--- src/hdl/y2r_pkg.sv ---
// ----------------------------------------------------------------------------
// y2r_pkg
// Shared types, register indexes and coefficient tables for the YUYV to
// RGB888 converter.
// ----------------------------------------------------------------------------
package y2r_pkg;

  // configuration register indexes
  typedef enum logic [1:0] {
    REG_FRAME_WIDTH  = 2'd0,
    REG_FRAME_HEIGHT = 2'd1,
    REG_SWAP_ROWS    = 2'd2
  } reg_idx_t;

  localparam int CfgDataW = 13;

  // coefficients in decimal fixed point, scale 10^6
  localparam int ScaleDen     = 1000000;
  localparam int RvFix        = 1370705;
  localparam int GvFix        = 698001;
  localparam int GuFix        = 337633;
  localparam int BuFix        = 1732446;
  localparam int ChromaOffset = 128;

  typedef logic signed [8:0] coef_t;
  typedef coef_t coef_tbl_t [0:255];

  // position fields, sized for the largest geometry
  typedef logic [12:0] row_idx_t;
  typedef logic [11:0] col_idx_t;

  typedef struct packed {
    row_idx_t row_idx;  // row as placed in the output frame
    col_idx_t col;
    logic     last;
  } pos_t;

  // table entry i = trunc((i - 128) * coef / 10^6), toward zero
  function automatic coef_tbl_t build_coef_tbl(input int coef);
    coef_tbl_t tbl;
    int        prod;
    for (int i = 0; i < 256; i++) begin
      prod   = (i - ChromaOffset) * coef;
      tbl[i] = coef_t'(prod / ScaleDen);
    end
    return tbl;
  endfunction

  // clamp a signed sum to 0..255
  function automatic logic [7:0] clamp8(input logic signed [10:0] s);
    logic [7:0] res;
    if (s < 0) begin
      res = 8'd0;
    end else if (s > 11'sd255) begin
      res = 8'd255;
    end else begin
      res = s[7:0];
    end
    return res;
  endfunction

endpackage

--- src/hdl/yuyv_to_rgb_converter_unit.sv ---
// ----------------------------------------------------------------------------
// yuyv_to_rgb_converter_unit
// Packed YUYV 4:2:2 to RGB888 converter with frame position tracking.
// ----------------------------------------------------------------------------
// Takes one YUYV word per clock and gives two clamped RGB888 pixels, the
// pair's position in the frame and a last-of-frame flag. The first stage
// registers the chroma coefficient ROM reads and the frame counters, the
// second does the sums, clamps and the row times pairs-per-row multiply
// into the output register. Throughput is one word per cycle as long as
// out_stall is low; out_stall backs up through the two stages into
// in_stall. With swap_rows set, rows are numbered bottom-up. Write the
// geometry registers only while no word is in flight.
module yuyv_to_rgb_converter_unit #(
  parameter int MAX_WIDTH  = 4096,
  parameter int MAX_HEIGHT = 4096
) (
  input  logic                         clk,
  input  logic                         rst_n,
  // input words
  input  logic                         in_valid,
  output logic                         in_stall,
  input  logic [7:0]                   in_luma_first,
  input  logic [7:0]                   in_chroma_blue,
  input  logic [7:0]                   in_luma_second,
  input  logic [7:0]                   in_chroma_red,
  // result words
  output logic                         out_valid,
  input  logic                         out_stall,
  output logic [7:0]                   out_red_first,
  output logic [7:0]                   out_green_first,
  output logic [7:0]                   out_blue_first,
  output logic [7:0]                   out_red_second,
  output logic [7:0]                   out_green_second,
  output logic [7:0]                   out_blue_second,
  output logic [22:0]                  out_pair_index,
  output logic                         out_last_of_frame,
  // configuration writes
  input  logic                         cfg_valid,
  output logic                         cfg_ready,
  input  y2r_pkg::reg_idx_t            cfg_index,
  input  logic [y2r_pkg::CfgDataW-1:0] cfg_data
);

  localparam int PairW = $clog2(MAX_WIDTH / 2 + 1);
  localparam int RowsW = $clog2(MAX_HEIGHT + 1);
  localparam int PosW  = $bits(y2r_pkg::row_idx_t) + PairW + 1;

  // configuration registers
  logic [12:0] frame_width_r;
  logic [12:0] frame_height_r;
  logic        swap_rows_r;

  assign cfg_ready = 1'b1;

  always_ff @(posedge clk) begin
    if (!rst_n) begin
      frame_width_r  <= 13'd320;
      frame_height_r <= 13'd240;
      swap_rows_r    <= 1'b0;
    end else if (cfg_valid && cfg_ready) begin
      unique case (cfg_index)
        y2r_pkg::REG_FRAME_WIDTH:  frame_width_r  <= cfg_data;
        y2r_pkg::REG_FRAME_HEIGHT: frame_height_r <= cfg_data;
        y2r_pkg::REG_SWAP_ROWS:    swap_rows_r    <= cfg_data[0];
        default: ;
      endcase
    end
  end

  // effective geometry
  logic [13:0]      width_clip;
  logic [13:0]      height_clip;
  logic [PairW-1:0] pairs;
  logic [RowsW-1:0] rows;

  always_comb begin
    width_clip = {1'b0, frame_width_r};
    if (width_clip < 14'd2) begin
      width_clip = 14'd2;
    end else if (width_clip > 14'(MAX_WIDTH)) begin
      width_clip = 14'(MAX_WIDTH);
    end
    height_clip = {1'b0, frame_height_r};
    if (height_clip < 14'd1) begin
      height_clip = 14'd1;
    end else if (height_clip > 14'(MAX_HEIGHT)) begin
      height_clip = 14'(MAX_HEIGHT);
    end
  end

  assign pairs = PairW'(width_clip >> 1);
  assign rows  = RowsW'(height_clip);

  // pipeline flow control
  logic s1_valid_r;
  logic out_valid_r;
  logic out_en;
  logic s1_en;
  logic in_fire;

  assign out_en   = !out_valid_r || !out_stall;
  assign s1_en    = !s1_valid_r || out_en;
  assign in_stall = !s1_en;
  assign in_fire  = in_valid && s1_en;

  // stage 1: coefficient lookup and frame position
  y2r_pkg::coef_t red_v;
  y2r_pkg::coef_t green_u;
  y2r_pkg::coef_t green_v;
  y2r_pkg::coef_t blue_u;
  y2r_pkg::pos_t  pos_cur;
  y2r_pkg::pos_t  s1_pos_r;
  logic [7:0]     s1_luma0_r;
  logic [7:0]     s1_luma1_r;

  y2r_coef_rom u_coef_rom (
    .clk      (clk),
    .rd_en    (in_fire),
    .chroma_u (in_chroma_blue),
    .chroma_v (in_chroma_red),
    .red_v    (red_v),
    .green_u  (green_u),
    .green_v  (green_v),
    .blue_u   (blue_u)
  );

  y2r_pos_ctr #(
    .MAX_WIDTH  (MAX_WIDTH),
    .MAX_HEIGHT (MAX_HEIGHT)
  ) u_pos_ctr (
    .clk       (clk),
    .rst_n     (rst_n),
    .step      (in_fire),
    .swap_rows (swap_rows_r),
    .pairs     (pairs),
    .rows      (rows),
    .pos       (pos_cur)
  );

  always_ff @(posedge clk) begin
    if (!rst_n) begin
      s1_valid_r <= 1'b0;
    end else if (s1_en) begin
      s1_valid_r <= in_valid;
    end
  end

  always_ff @(posedge clk) begin
    if (in_fire) begin
      s1_luma0_r <= in_luma_first;
      s1_luma1_r <= in_luma_second;
      s1_pos_r   <= pos_cur;
    end
  end

  // stage 2: sums, clamp, linear position
  logic signed [10:0] luma0_s;
  logic signed [10:0] luma1_s;
  logic signed [10:0] rd_s;
  logic signed [10:0] gd_s;
  logic signed [10:0] bd_s;
  logic [PosW-1:0]    pos_full;

  assign luma0_s = $signed({3'b000, s1_luma0_r});
  assign luma1_s = $signed({3'b000, s1_luma1_r});
  assign rd_s    = $signed({{2{red_v[8]}}, red_v});
  assign bd_s    = $signed({{2{blue_u[8]}}, blue_u});
  assign gd_s    = $signed({{2{green_u[8]}}, green_u}) + $signed({{2{green_v[8]}}, green_v});

  assign pos_full = PosW'(s1_pos_r.row_idx) * PosW'(pairs) + PosW'(s1_pos_r.col);

  always_ff @(posedge clk) begin
    if (!rst_n) begin
      out_valid_r <= 1'b0;
    end else if (out_en) begin
      out_valid_r <= s1_valid_r;
    end
  end

  always_ff @(posedge clk) begin
    if (out_en && s1_valid_r) begin
      out_red_first     <= y2r_pkg::clamp8(luma0_s + rd_s);
      out_green_first   <= y2r_pkg::clamp8(luma0_s - gd_s);
      out_blue_first    <= y2r_pkg::clamp8(luma0_s + bd_s);
      out_red_second    <= y2r_pkg::clamp8(luma1_s + rd_s);
      out_green_second  <= y2r_pkg::clamp8(luma1_s - gd_s);
      out_blue_second   <= y2r_pkg::clamp8(luma1_s + bd_s);
      out_pair_index    <= 23'(pos_full);
      out_last_of_frame <= s1_pos_r.last;
    end
  end

  assign out_valid = out_valid_r;

`ifndef SYNTHESIS
  // input backs up only when both stages are full
  a_stall_full: assert property (@(posedge clk) disable iff (!rst_n)
    in_stall |-> s1_valid_r && out_valid_r && out_stall)
    else $error("input stalled with room in the pipeline");

  // a word in stage 1 moves on when the output register is free
  a_s1_moves: assert property (@(posedge clk) disable iff (!rst_n)
    s1_valid_r && !out_valid_r |=> out_valid_r)
    else $error("stage 1 word did not reach the output register");
`endif

endmodule

--- src/hdl/y2r_coef_rom.sv ---
// ----------------------------------------------------------------------------
// y2r_coef_rom
// Chroma coefficient ROMs with a registered read port, one lookup per word.
// ----------------------------------------------------------------------------
module y2r_coef_rom (
  input  logic                  clk,
  input  logic                  rd_en,
  input  logic [7:0]            chroma_u,
  input  logic [7:0]            chroma_v,
  output y2r_pkg::coef_t        red_v,
  output y2r_pkg::coef_t        green_u,
  output y2r_pkg::coef_t        green_v,
  output y2r_pkg::coef_t        blue_u
);

  localparam y2r_pkg::coef_tbl_t RvRom = y2r_pkg::build_coef_tbl(y2r_pkg::RvFix);
  localparam y2r_pkg::coef_tbl_t GvRom = y2r_pkg::build_coef_tbl(y2r_pkg::GvFix);
  localparam y2r_pkg::coef_tbl_t GuRom = y2r_pkg::build_coef_tbl(y2r_pkg::GuFix);
  localparam y2r_pkg::coef_tbl_t BuRom = y2r_pkg::build_coef_tbl(y2r_pkg::BuFix);

  y2r_pkg::coef_t red_v_r;
  y2r_pkg::coef_t green_u_r;
  y2r_pkg::coef_t green_v_r;
  y2r_pkg::coef_t blue_u_r;

  // synchronous read, data held while the pipeline is stalled
  always_ff @(posedge clk) begin
    if (rd_en) begin
      red_v_r   <= RvRom[chroma_v];
      green_v_r <= GvRom[chroma_v];
      green_u_r <= GuRom[chroma_u];
      blue_u_r  <= BuRom[chroma_u];
    end
  end

  assign red_v   = red_v_r;
  assign green_u = green_u_r;
  assign green_v = green_v_r;
  assign blue_u  = blue_u_r;

endmodule

--- src/hdl/y2r_pos_ctr.sv ---
// ----------------------------------------------------------------------------
// y2r_pos_ctr
// Column and row counters for the pair stream; gives the placed row, the
// column and the last-of-frame flag for each word.
// ----------------------------------------------------------------------------
module y2r_pos_ctr #(
  parameter int MAX_WIDTH  = 4096,
  parameter int MAX_HEIGHT = 4096
) (
  input  logic                                   clk,
  input  logic                                   rst_n,
  input  logic                                   step,
  input  logic                                   swap_rows,
  input  logic [$clog2(MAX_WIDTH / 2 + 1) - 1:0] pairs,
  input  logic [$clog2(MAX_HEIGHT + 1) - 1:0]    rows,
  output y2r_pkg::pos_t                          pos
);

  localparam int PairW = $clog2(MAX_WIDTH / 2 + 1);
  localparam int RowsW = $clog2(MAX_HEIGHT + 1);
  localparam int ColW  = (MAX_WIDTH / 2 > 1) ? $clog2(MAX_WIDTH / 2) : 1;
  localparam int RowW  = (MAX_HEIGHT > 1) ? $clog2(MAX_HEIGHT) : 1;

  logic [ColW-1:0]  col_r, col_nxt;
  logic [RowW-1:0]  row_r, row_nxt;
  logic             restart;
  logic [ColW-1:0]  col_cur;
  logic [RowW-1:0]  row_cur;
  logic [ColW:0]    col_inc;
  logic [RowW:0]    row_inc;
  logic [RowsW-1:0] rows_m1;
  logic [PairW-1:0] pairs_m1;
  logic [RowsW-1:0] row_flip;

  // counters left outside the geometry restart the frame
  assign restart = (col_r >= pairs) || (row_r >= rows);
  assign col_cur = restart ? '0 : col_r;
  assign row_cur = restart ? '0 : row_r;

  assign rows_m1  = rows - RowsW'(1);
  assign pairs_m1 = pairs - PairW'(1);
  assign row_flip = rows_m1 - RowsW'(row_cur);

  // position of the current word
  always_comb begin
    pos.row_idx = swap_rows ? y2r_pkg::row_idx_t'(row_flip)
                            : y2r_pkg::row_idx_t'(row_cur);
    pos.col     = y2r_pkg::col_idx_t'(col_cur);
    pos.last    = (PairW'(col_cur) == pairs_m1) && (RowsW'(row_cur) == rows_m1);
  end

  // advance column, wrap into the next row, wrap the frame
  assign col_inc = {1'b0, col_cur} + (ColW + 1)'(1);
  assign row_inc = {1'b0, row_cur} + (RowW + 1)'(1);

  always_comb begin
    col_nxt = col_r;
    row_nxt = row_r;
    if (step) begin
      if (col_inc >= pairs) begin
        col_nxt = '0;
        row_nxt = (row_inc >= rows) ? '0 : row_inc[RowW-1:0];
      end else begin
        col_nxt = col_inc[ColW-1:0];
        row_nxt = row_cur;
      end
    end
  end

  always_ff @(posedge clk) begin
    if (!rst_n) begin
      col_r <= '0;
      row_r <= '0;
    end else begin
      col_r <= col_nxt;
      row_r <= row_nxt;
    end
  end

`ifndef SYNTHESIS
  // frame end brings both counters back to zero
  a_frame_wrap: assert property (@(posedge clk) disable iff (!rst_n)
    step && pos.last |=> col_r == '0 && row_r == '0)
    else $error("counters did not wrap after last word of frame");

  // after a step the column lies inside the row
  a_col_in_row: assert property (@(posedge clk) disable iff (!rst_n)
    step |=> col_r < $past(pairs))
    else $error("column counter beyond row length");
`endif

endmodule
--- config.mk ---
export PLATFORM = sky130hd
export DESIGN_NAME = yuyv_to_rgb_converter_unit
export DESIGN_NICKNAME = d
export VERILOG_FILES = /design/src/hdl/y2r_pkg.sv /design/src/hdl/yuyv_to_rgb_converter_unit.sv /design/src/hdl/y2r_coef_rom.sv /design/src/hdl/y2r_pos_ctr.sv
export SDC_FILE = /design/constraint.sdc
export NUM_CORES = 1
export LEC_CHECK = 0
export BUFFER_PORTS_ARGS = -buffer_cell sky130_fd_sc_hd__buf_4
export CAP_MARGIN = 30
export CELL_PAD_IN_SITES_DETAIL_PLACEMENT = 0
export CELL_PAD_IN_SITES_GLOBAL_PLACEMENT = 1
export CORE_MARGIN = 4
export CORE_UTILIZATION = 45
export CTS_CLUSTER_SIZE = 16
export DETAILED_ROUTE_END_ITERATION = 16
export HOLD_SLACK_MARGIN = 0.02
export PLACE_DENSITY_LB_ADDON = 0.1
export SYNTH_ARGS = -nofsm -noshare
export SYNTH_HDL_FRONTEND = slang
export SYNTH_SLANG_ARGS = --single-unit
--- constraint.sdc ---
create_clock -name clk -period 7.3 [get_ports clk]
set_input_delay 0.365 -clock clk [delete_from_list [all_inputs] [get_ports clk]]
set_output_delay 0.365 -clock clk [all_outputs]
set_load 0.005 [all_outputs]
### Yosys cells after proc, flatten, opt, wreduce, memory -nomap -nowiden

Memories as Yosys holds them, arrays and structs flattened. A register that Yosys moved wholly into a read port is not among the register bits.
Cells that the tools add are included.

* flip-flop bits (word level): 165
* memory bits (read-only): 9216
* input bits: 52
* output and inout bits: 75
* logic and storage cells: 95
* memories: 4

* add/subtract/negate cells: 13
* multiply operators: 1
* $lt $le $gt $ge: 20
* equal/unequal tests: 4
* mux-type cells: 16
* bitwise gates (word level): 2
* reductions and logical operators: 14

Memory list
* (name not given): words 256, bits a word 9, read ports 1, clocked after memory_dff 1, wr ports 0, RTL line y2r_coef_rom.sv:32 `blue_u_r <= BuRom[chroma_u];`
* (name not given): words 256, bits a word 9, read ports 1, clocked after memory_dff 1, wr ports 0, RTL line y2r_coef_rom.sv:31 `green_u_r <= GuRom[chroma_u];`
* (name not given): words 256, bits a word 9, read ports 1, clocked after memory_dff 1, wr ports 0, RTL line y2r_coef_rom.sv:29 `red_v_r <= RvRom[chroma_v];`
* (name not given): words 256, bits a word 9, read ports 1, clocked after memory_dff 1, wr ports 0, RTL line y2r_coef_rom.sv:30 `green_v_r <= GvRom[chroma_v];`

Operator list (number)
* 2-to-1 mux 13 bit: 4
* adder 9 x 9 -> 10 bit: 5
* 2-to-1 mux 12 bit: 4
* 2-to-1 mux 8 bit: 6
* greater-than comparator 10 x 9 -> 1 bit (second input constant): 4
* < comparator 10 x 1 -> 1 bit (second input constant): 4
* greater-than comparator 13 bit (second input constant): 2
* adder 23 x 11 -> 23 bit: 1
* multiplier 13 x 12 -> 23 bit: 1
* greater-than comparator 11 x 9 -> 1 bit (second input constant): 2
* < comparator 11 x 1 -> 1 bit (second input constant): 2
* 2-to-1 mux 11 bit: 2
* subtractor 9 x 10 -> 11 bit: 2
* NOT 8 -> 9 bit: 2
* adder 12 x 1 -> 13 bit (second input constant): 1
* equality test 12 x 13 -> 1 bit: 1
* greater-or-equal comparator 12 x 13 -> 1 bit: 1
* greater-or-equal comparator 13 bit: 1
* < comparator 13 x 1 -> 1 bit (second input constant): 1
* < comparator 13 x 2 -> 1 bit (second input constant): 1
* subtractor 13 x 1 -> 13 bit (second input constant): 1
* subtractor 13 x 12 -> 13 bit: 1
* adder 11 x 1 -> 12 bit (second input constant): 1
* equality test 11 x 12 -> 1 bit: 1
* other kinds (10): 19

### Logic depth before layout (Yosys ltp)

Gate-level depths: netlist of run 1.

* depth in word-level cells: 10
* gate-level depth with buffers: 36
* depth with buffers taken out: 28

### Hierarchy

Synthesis of run 1 repeated with hierarchy kept, for this count alone.

* cells, all modules: 2838
* area total of the unflattened synthesis: 23781.6 sq um

Modules (own cells, without submodules)
* yuyv_to_rgb_converter_unit: times used 1, cells each 1259, area an instance 12721.0 sq um, seq. area each 4003.8 sq um
* y2r_coef_rom: times used 1, cells each 1019, area an instance 6998.0 sq um, seq. area each 991.0 sq um
* y2r_pos_ctr: times used 1, cells each 560, area an instance 4062.6 sq um, seq. area each 460.4 sq um

### Least setup slack after synthesis of run 1

No wires, ideal clock.

* path kind: register to register
* from: register frame_width_r[3]
* to: register u_pos_ctr.row_r[11]
* arrival: 6.478 ns
* data required time: 7.226 ns
* setup slack: 0.748 ns
* cell stages (with the launch flop): 35
* buffers on the path: 8
* clock period less this slack: 6.552 ns
* cell sequence: dfxtp_1 > or4_1 > buf_2 > or3_1 > buf_2 > nor2_1 > nor2_1 > nor2_1 > clkbuf_1 > ha_1 > nand2b_1 > a31oi_1 > o21ai_0 > a21oi_1 > clkbuf_1 > and2_0 > clkbuf_1 > clkbuf_1 > nand2_1 > inv_1 > ha_1 > and3_1 > clkbuf_1 > nand4_1 > xor2_1 > nor2_1 > ha_1 > a21o_1 > a21o_1 > a211oi_1 > o31ai_1 > nor3_1 > clkbuf_1 > a22oi_1 > o21ai_0

* cells in the longest elaborated chain, start to end: 10
* elaborated cells between the ends (all ways): 14
* classes of those cells: 2 x add/sub; 5 x order compare; 6 x mux; 1 x reduce/logical

RTL lines
* start, declared: RTL line yuyv_to_rgb_converter_unit.sv:49 `logic [12:0] frame_width_r;`
* start signal, assigned: RTL line yuyv_to_rgb_converter_unit.sv:62 `y2r_pkg::REG_FRAME_WIDTH: frame_width_r <= cfg_data;`
* greater-than comparator 13 bit: RTL line yuyv_to_rgb_converter_unit.sv:80 `end else if (width_clip > 14'(MAX_WIDTH)) begin`
* 2-to-1 mux 13 bit: RTL line yuyv_to_rgb_converter_unit.sv:80
* 2-to-1 mux 13 bit *: RTL line yuyv_to_rgb_converter_unit.sv:78 `if (width_clip < 14'd2) begin`
* greater-or-equal comparator 11 x 12 -> 1 bit: RTL line y2r_pos_ctr.sv:36 `assign restart = (col_r >= pairs) || (row_r >= rows);`
* logical OR 1 bit: RTL line y2r_pos_ctr.sv:36
* 2-to-1 mux 12 bit: RTL line y2r_pos_ctr.sv:38 `assign row_cur = restart ? '0 : row_r;`
* adder 12 x 1 -> 13 bit: RTL line y2r_pos_ctr.sv:54 `assign row_inc = {1'b0, row_cur} + (RowW + 1)'(1);`
* greater-or-equal comparator 13 bit: RTL line y2r_pos_ctr.sv:62 `row_nxt = (row_inc >= rows) ? '0 : row_inc[RowW-1:0];`
* 2-to-1 mux 12 bit: RTL line y2r_pos_ctr.sv:62
* 2-to-1 mux 12 bit *: RTL line y2r_pos_ctr.sv:60 `if (col_inc >= pairs) begin`
* end signal, assigned: RTL line y2r_pos_ctr.sv:76 `row_r <= row_nxt;`
* end, declared: RTL line y2r_pos_ctr.sv:25 `logic [RowW-1:0] row_r, row_nxt;`

Every way passes the cells marked *; elsewhere a longest branch is shown, timed or not.
A chain may end at the register's enable or synchronous reset.

### Worst setup path in the final report of run 1

* from: register frame_width_r[4]
* to: register out_pair_index[22] (data pin)

* cells in the longest elaborated chain, start to end: 5
* elaborated cells between the ends (all ways): 6
* classes of those cells: 1 x add/sub; 1 x mul; 2 x order compare; 2 x mux

RTL lines
* greater-than comparator 13 bit: RTL line yuyv_to_rgb_converter_unit.sv:80
* 2-to-1 mux 13 bit: RTL line yuyv_to_rgb_converter_unit.sv:80
* 2-to-1 mux 13 bit *: RTL line yuyv_to_rgb_converter_unit.sv:78
* multiplier 13 x 12 -> 23 bit *: RTL line yuyv_to_rgb_converter_unit.sv:170 `assign pos_full = PosW'(s1_pos_r.row_idx) * PosW'(pairs) + PosW'(s1_pos_r.col);`
* adder 23 x 11 -> 23 bit *: RTL line yuyv_to_rgb_converter_unit.sv:170
* via pos_full[22]: RTL line yuyv_to_rgb_converter_unit.sv:162 `logic [PosW-1:0] pos_full;`
* end signal, assigned: RTL line yuyv_to_rgb_converter_unit.sv:188 `out_pair_index <= 23'(pos_full);`
* end, declared: RTL line yuyv_to_rgb_converter_unit.sv:35 `output logic [22:0] out_pair_index,`

Mark *: on every way through the listed nets, which the timed path passes. The rest lies on a longest branch.

==> results.toml, run 1 <==
[finish]
nets = 3199
drive_above_1_share_pct = 7.59
diodes = 0
area_growth_pct = 9.07

[global_routing]
grt_usage_pct = 25.4
grt_antenna_before_repair = 0
grt_overflow_total = 0
grt_pass1_vias = 19789
grt_start_max_net_pins = 90
grt_pass1_wl_mm = 110

[clock_tree]
ctsHoldBuffers = 13
cts_resized = 0
cts_root_buf = "clkbuf_16"
cts.path.max_buffers = 2
postCtsSetupBuffers = 0
clock_latency_ps = 490
clkSinkCount = 198
cts_tree = "done"
htreeDepth = 4
cts_buffers = 17
clkTransAtPathRegs_ps = 70

[timing]
min_period_over_period_pct = 93.6
max_freq_mhz = 146
rsz0062_at_grt = "no"
hold_ws_ps = 61.5
finalSetupViolCount = 0
slew_headroom_pct = 35.9
finalSetupTns_ps = 0
finalClockSkew_ps = 15.5
hold_viol_final = 0
slew_viol_final = 0
tightest_slew_ps = 960
layout_min_cycle_time_ps = 6830

[setup_path]
cp_max_fo = 16
cp.required_ps = 7520
worstPathArrival_ps = 7060
end_kind = "flop"
path_class = "flop to flop"
cp-start-kind = "flop"

[logic_synthesis]
synthCells = 2810
ys_seq_area_share_pct = 23.8
syn-cell-area_sq_um = 22800
syn_nets = 3191
synthArstFlopShare_pct = 0
synth_cell_types = 82
synth_enable_flop_cells = 146
avgSynthCellArea_sq_um = 8.10
yosys_warnings = 0
ys_ff_latch = 198
synth_flop_cell = "edfxtp_1"

[detailed_routing]
drc = 0
drt_iter0_markers = 1942
vias = 20807
drt-wirelength-per-cell_um = 19.8
ant_nets = 0
first_pass_iters = 5
totalWireLength_mm = 69.5
vias_per_cell = 5.94

[die]
start_util_pct = 45.5
die_h_um = 233
design.die.area_sq_um = 54200
core_sq_um = 50100
num_rows = 82
die_w_um = 233
io_pins = 127

[placement]
gp_congestion = 0.891
place_hpwl_mm = 51.1
numPortBuffers = 125

[pwr]
leakage_nw = 10.7
worst_ir_drop_vdd_mv = 0.181
power_density_nw_per_um2 = 161

[outcome]
status = "complete, no violations"

[hold_path]
hold_path.class = "input port to flop"

[flow_run]
drv_cap = 0
==> area by class of cell <==
type	instances	area [sq um]
timing repair buffer	165	1290
clock buffer	23	500
clock inverter	9	91.3
tap	672	841
sequential	198	5430
multi-input combinational	2176	15700
inverter	260	977
fill	4956	25200
==> per-layer routing <==
metal / up-vias / wire length [um] / track usage (%) / share of wire, %
met5: - / 0 / 0 / 0
met2: 674 / 33200 / 41.8 / 48
met4: 0 / 1230 / 6.46 / 1.8
li1: 9876 / - / - / -
met3: 76 / 3840 / 3.37 / 5.5
met1: 10181 / 31200 / 35.4 / 45
==> worst max-delay path, stage by stage (launching register included) <==
cell and delay [ps]:
dfxtp_1 360, or4_1 650, or3_1 530, nor2_1 130
nor2_1 50, nor2_1 100, buf_4 240, and2_1 170
fa_1 410, inv_1 80, fa_1 410, inv_1 90
fa_1 430, fa_1 490, inv_1 50, fa_1 530
inv_1 40, ha_1 300, inv_1 60, nor2_1 100
o31a_1 170, nor3_1 70, o31ai_1 470, a21oi_1 190
o31ai_1 340, xnor2_1 100
==> path summary, 6_finish.rpt <==
kind,from,to,slack (ps),depth (start not counted)
setup / recovery,frame_width_r[4],out_pair_index[22],470,25
hold / removal,in_luma_second[6],s1_luma1_r[6],60,1
setup reg to reg,frame_width_r[4],out_pair_index[22],470,25
hold reg to reg,frame_height_r[0],frame_height_r[0],500,2
==> cells by family (layout without fill, tap and decap cells) <==
logic type | count (synthesis) | count (layout) | share of synthesized area [%]
buf+inv | 436 | 457 | 7.24
compound gates | 797 | 797 | 22.2
mux | 30 | 30 | 1.95
other cells | 1 | 1 | 0.0165
simple gates | 914 | 914 | 18.4
flops | 198 | 198 | 23.8
xor+xnor | 105 | 105 | 4.04
fa+ha+maj | 329 | 329 | 22.3
==> layout by cell type, fill, tap and decap left out, drive strengths merged, types with 27 or more instances in the layout <==
cell,instances
edfxtp,146
and2,69
o21a,42
nand2,364
a21o,47
xor2,47
and3,27
dfxtp,52
o21ai,196
nand3,65
a21oi,208
a21boi,35
ha,202
xnor2,58
nor2,209
a31oi,30
nor2b,52
fa,127
buf,152
nor3,49
inv,260
a211oi,41
==> stage by stage <==
| step | power (mW) | instances | worst slack, ps | util [%] | area [sq um] |
|---|---|---|---|---|---|
| floorplan | 2.57 | 2810 | 748 | - | 22800 |
| global placement | 3.02 | 3457 | 628 | 48.1 | 24100 |
| finish | 4.01 | 3503 | 468 | 49.6 | 24800 |
| detailed placement | 3.04 | 3457 | 464 | 48.1 | 24100 |
| CTS | 4.05 | 3502 | 470 | 49.5 | 24800 |
| global route | 4.30 | 3503 | 122 | 49.6 | 24800 |
==> state kept, by name, indices dropped and copies added (netlist names), 9 cells and up <==
register	flops
u_pos_ctr.row_r	12
u_pos_ctr.col_r	11
frame_width_r	13
s1_pos_r	25
out_pair_index	23
frame_height_r	13
u_coef_rom.blue_u	9
u_coef_rom.red_v	9
==> cells in the mapped netlist, types with 26 or more instances <==
cell type,count,area (sq um)
a211oi_1,40,300
a21boi_0,34,255
a21o_1,47,353
a21oi_1,208,1040
a31oi_1,30,188
and2_1,68,425
and3_1,27,169
clkbuf_1,148,556
dfxtp_1,52,1040
edfxtp_1,146,4380
fa_1,127,2540
ha_1,202,2530
inv_1,254,953
nand2_1,364,1370
nand3_1,65,325
nor2_1,209,785
nor2b_1,52,325
nor3_1,49,245
o21a_1,42,315
o21ai_0,188,941
o22ai_1,26,163
xnor2_1,58,508
xor2_1,47,412
==> power by group <==
part | total (mW) | internal [mW] | switching [mW]
registers | 1.43 | 1.35 | 0.0818
logic | 1.60 | 0.659 | 0.942
clock network | 0.975 | 0.523 | 0.452
Note: power is estimated with default switching activity, not from simulation.
==> run 2, diff against run 1 <==
==> constraint.sdc (replaced) <==
create_clock -name clk -period 7.3 [get_ports clk]
set_input_delay 1.46 -clock clk [delete_from_list [all_inputs] [get_ports clk]]
set_output_delay 1.46 -clock clk [all_outputs]
set_load 0.005 [all_outputs]
==> run 2 against run 1 <==
  * Utilization shrank 0.27 points
  * Routed wire length shrank 0.78%
  * Critical path depth is the same
  * Largest cell class unchanged
  * Clock-buffer cell count shrank 5
  * Die area is the same
  * Critical path type unchanged
  * Via count shrank 1.5%
  * Largest power group unchanged
==> results.toml, run 2 (synthesis gave the netlist of run 1 again) <==
[timing]
hold_ws_ps = 490
rsz0062_at_grt = "no"
slew_headroom_pct = 29.5
finalClockSkew_ps = 14.6
finalSetupViolCount = 0
max_freq_mhz = 148
slew_viol_final = 0
finalSetupTns_ps = 0
min_period_over_period_pct = 92.2
tightest_slew_ps = 1050
layout_min_cycle_time_ps = 6730
hold_viol_final = 0

[global_routing]
grt_overflow_total = 0
grt_pass1_vias = 20024
grt_start_max_net_pins = 90
grt_antenna_before_repair = 0
grt_pass1_wl_mm = 110
grt_usage_pct = 25.2

[clock_tree]
cts_tree = "done"
htreeDepth = 4
cts.path.max_buffers = 2
ctsHoldBuffers = 0
cts_buffers = 17
clock_latency_ps = 490
clkSinkCount = 198
postCtsSetupBuffers = 0
cts_resized = 0
cts_root_buf = "clkbuf_16"
clkTransAtPathRegs_ps = 80

[hold_path]
hold_path.class = "flop to flop"
holdPathStages = 2

[placement]
place_hpwl_mm = 51.0
place_inst = 3456
gp_congestion = 0.912
numPortBuffers = 125

[detailed_routing]
totalWireLength_mm = 68.9
drt_iter0_markers = 1814
vias = 20494
vias_per_cell = 5.87
drc = 0
first_pass_iters = 6
drt-wirelength-per-cell_um = 19.8
ant_nets = 0

[finish]
largest_register = "s1_pos_r"
largest_reg_flops = 25
diodes = 0
final_common_cell = "nand2_1"
stdcell_count = 3489
drive_above_1_share_pct = 7.67
area_growth_pct = 8.48
top_regs = "s1_pos_r x25, out_pair_index x23"
nets = 3185
final_cell_mix = "nand2_1, inv_1, nor2_1"
utilization_pct = 49.3

[setup_path]
path_class = "flop to flop"
worstPathArrival_ps = 6970
crit_family = "adder cells"
cp_max_fo = 16
cp-start-kind = "flop"
slowest_stage = "or4_1"
max_stage_delay_ps = 660
cp.required_ps = 7530
reg2regPathDepth = 25
end_kind = "flop"
cp.depth = 25
worst-path-buf-inv = 6

[pwr]
leakage_nw = 10.6
p_seq_share_pct = 35.6
worst_ir_drop_vdd_mv = 0.184
switching_share_pct = 37.9
internal-power_mw = 2.49
power_density_nw_per_um2 = 162
power_frac_comb_pct = 40.0
power_mw = 4.01
switching_power_mw = 1.52
clkPwrFrac_pct = 24.4

[die]
start_util_pct = 45.5
design.die.area_sq_um = 54200
core_sq_um = 50100
num_rows = 82
die_w_um = 233
io_pins = 127
die_h_um = 233

[outcome]
status = "complete, no violations"

[flow_run]
drv_cap = 0
-- run 2: tightest hold or removal path, stage by stage (launching register included) --
cell and delay, ps:
dfxtp_1 330, nand2_1 50, a21boi_0 70
-- run 2: layout make-up --
type | count | area, sq um
Clock buffer | 18 | 429
Timing Repair Buffer | 151 | 1150
Inverter | 260 | 977
Sequential cell | 198 | 5430
Multi-Input combinational cell | 2176 | 15700
Clock inverter | 14 | 166
Tap cell | 672 | 841
Fill cell | 4980 | 25400
-- run 2: path summary, 6_finish.rpt --
path / end / startpoint / slack, ps
worst min-delay path: frame_height_r[0] / frame_height_r[0] / 490
worst max register to register: out_pair_index[22] / frame_width_r[4] / 570
worst max-delay path: out_pair_index[22] / frame_width_r[4] / 570
worst min register to register: frame_height_r[0] / frame_height_r[0] / 490
-- run 2: per-layer routing --
metal	up-vias	GRT usage, %	wire length, um
met5	-	0	0
met3	98	3.45	3870
met4	0	6.65	1500
li1	9827	-	-
met2	674	41.7	32800
met1	9895	34.8	30800
-- run 2: power groups by stage --
stage	Combinational [mW]	Sequential (mW)	Clock, mW
after floorplan	1.15	1.42	0
after global placement	1.58	1.45	0
after detailed placement	1.59	1.45	0
after CTS	1.61	1.43	1.01
after global routing	1.80	1.44	1.05
final	1.60	1.43	0.978
-- run 2: through the flow --
step           instance area, sq um  setup WS, ps
2_1_floorplan                 22800           748
3_3_place_gp                  24100           642
3_5_place_dp                  24100           572
4_1_cts                       24700           563
5_1_grt                       24700           150
6_report                      24700           566
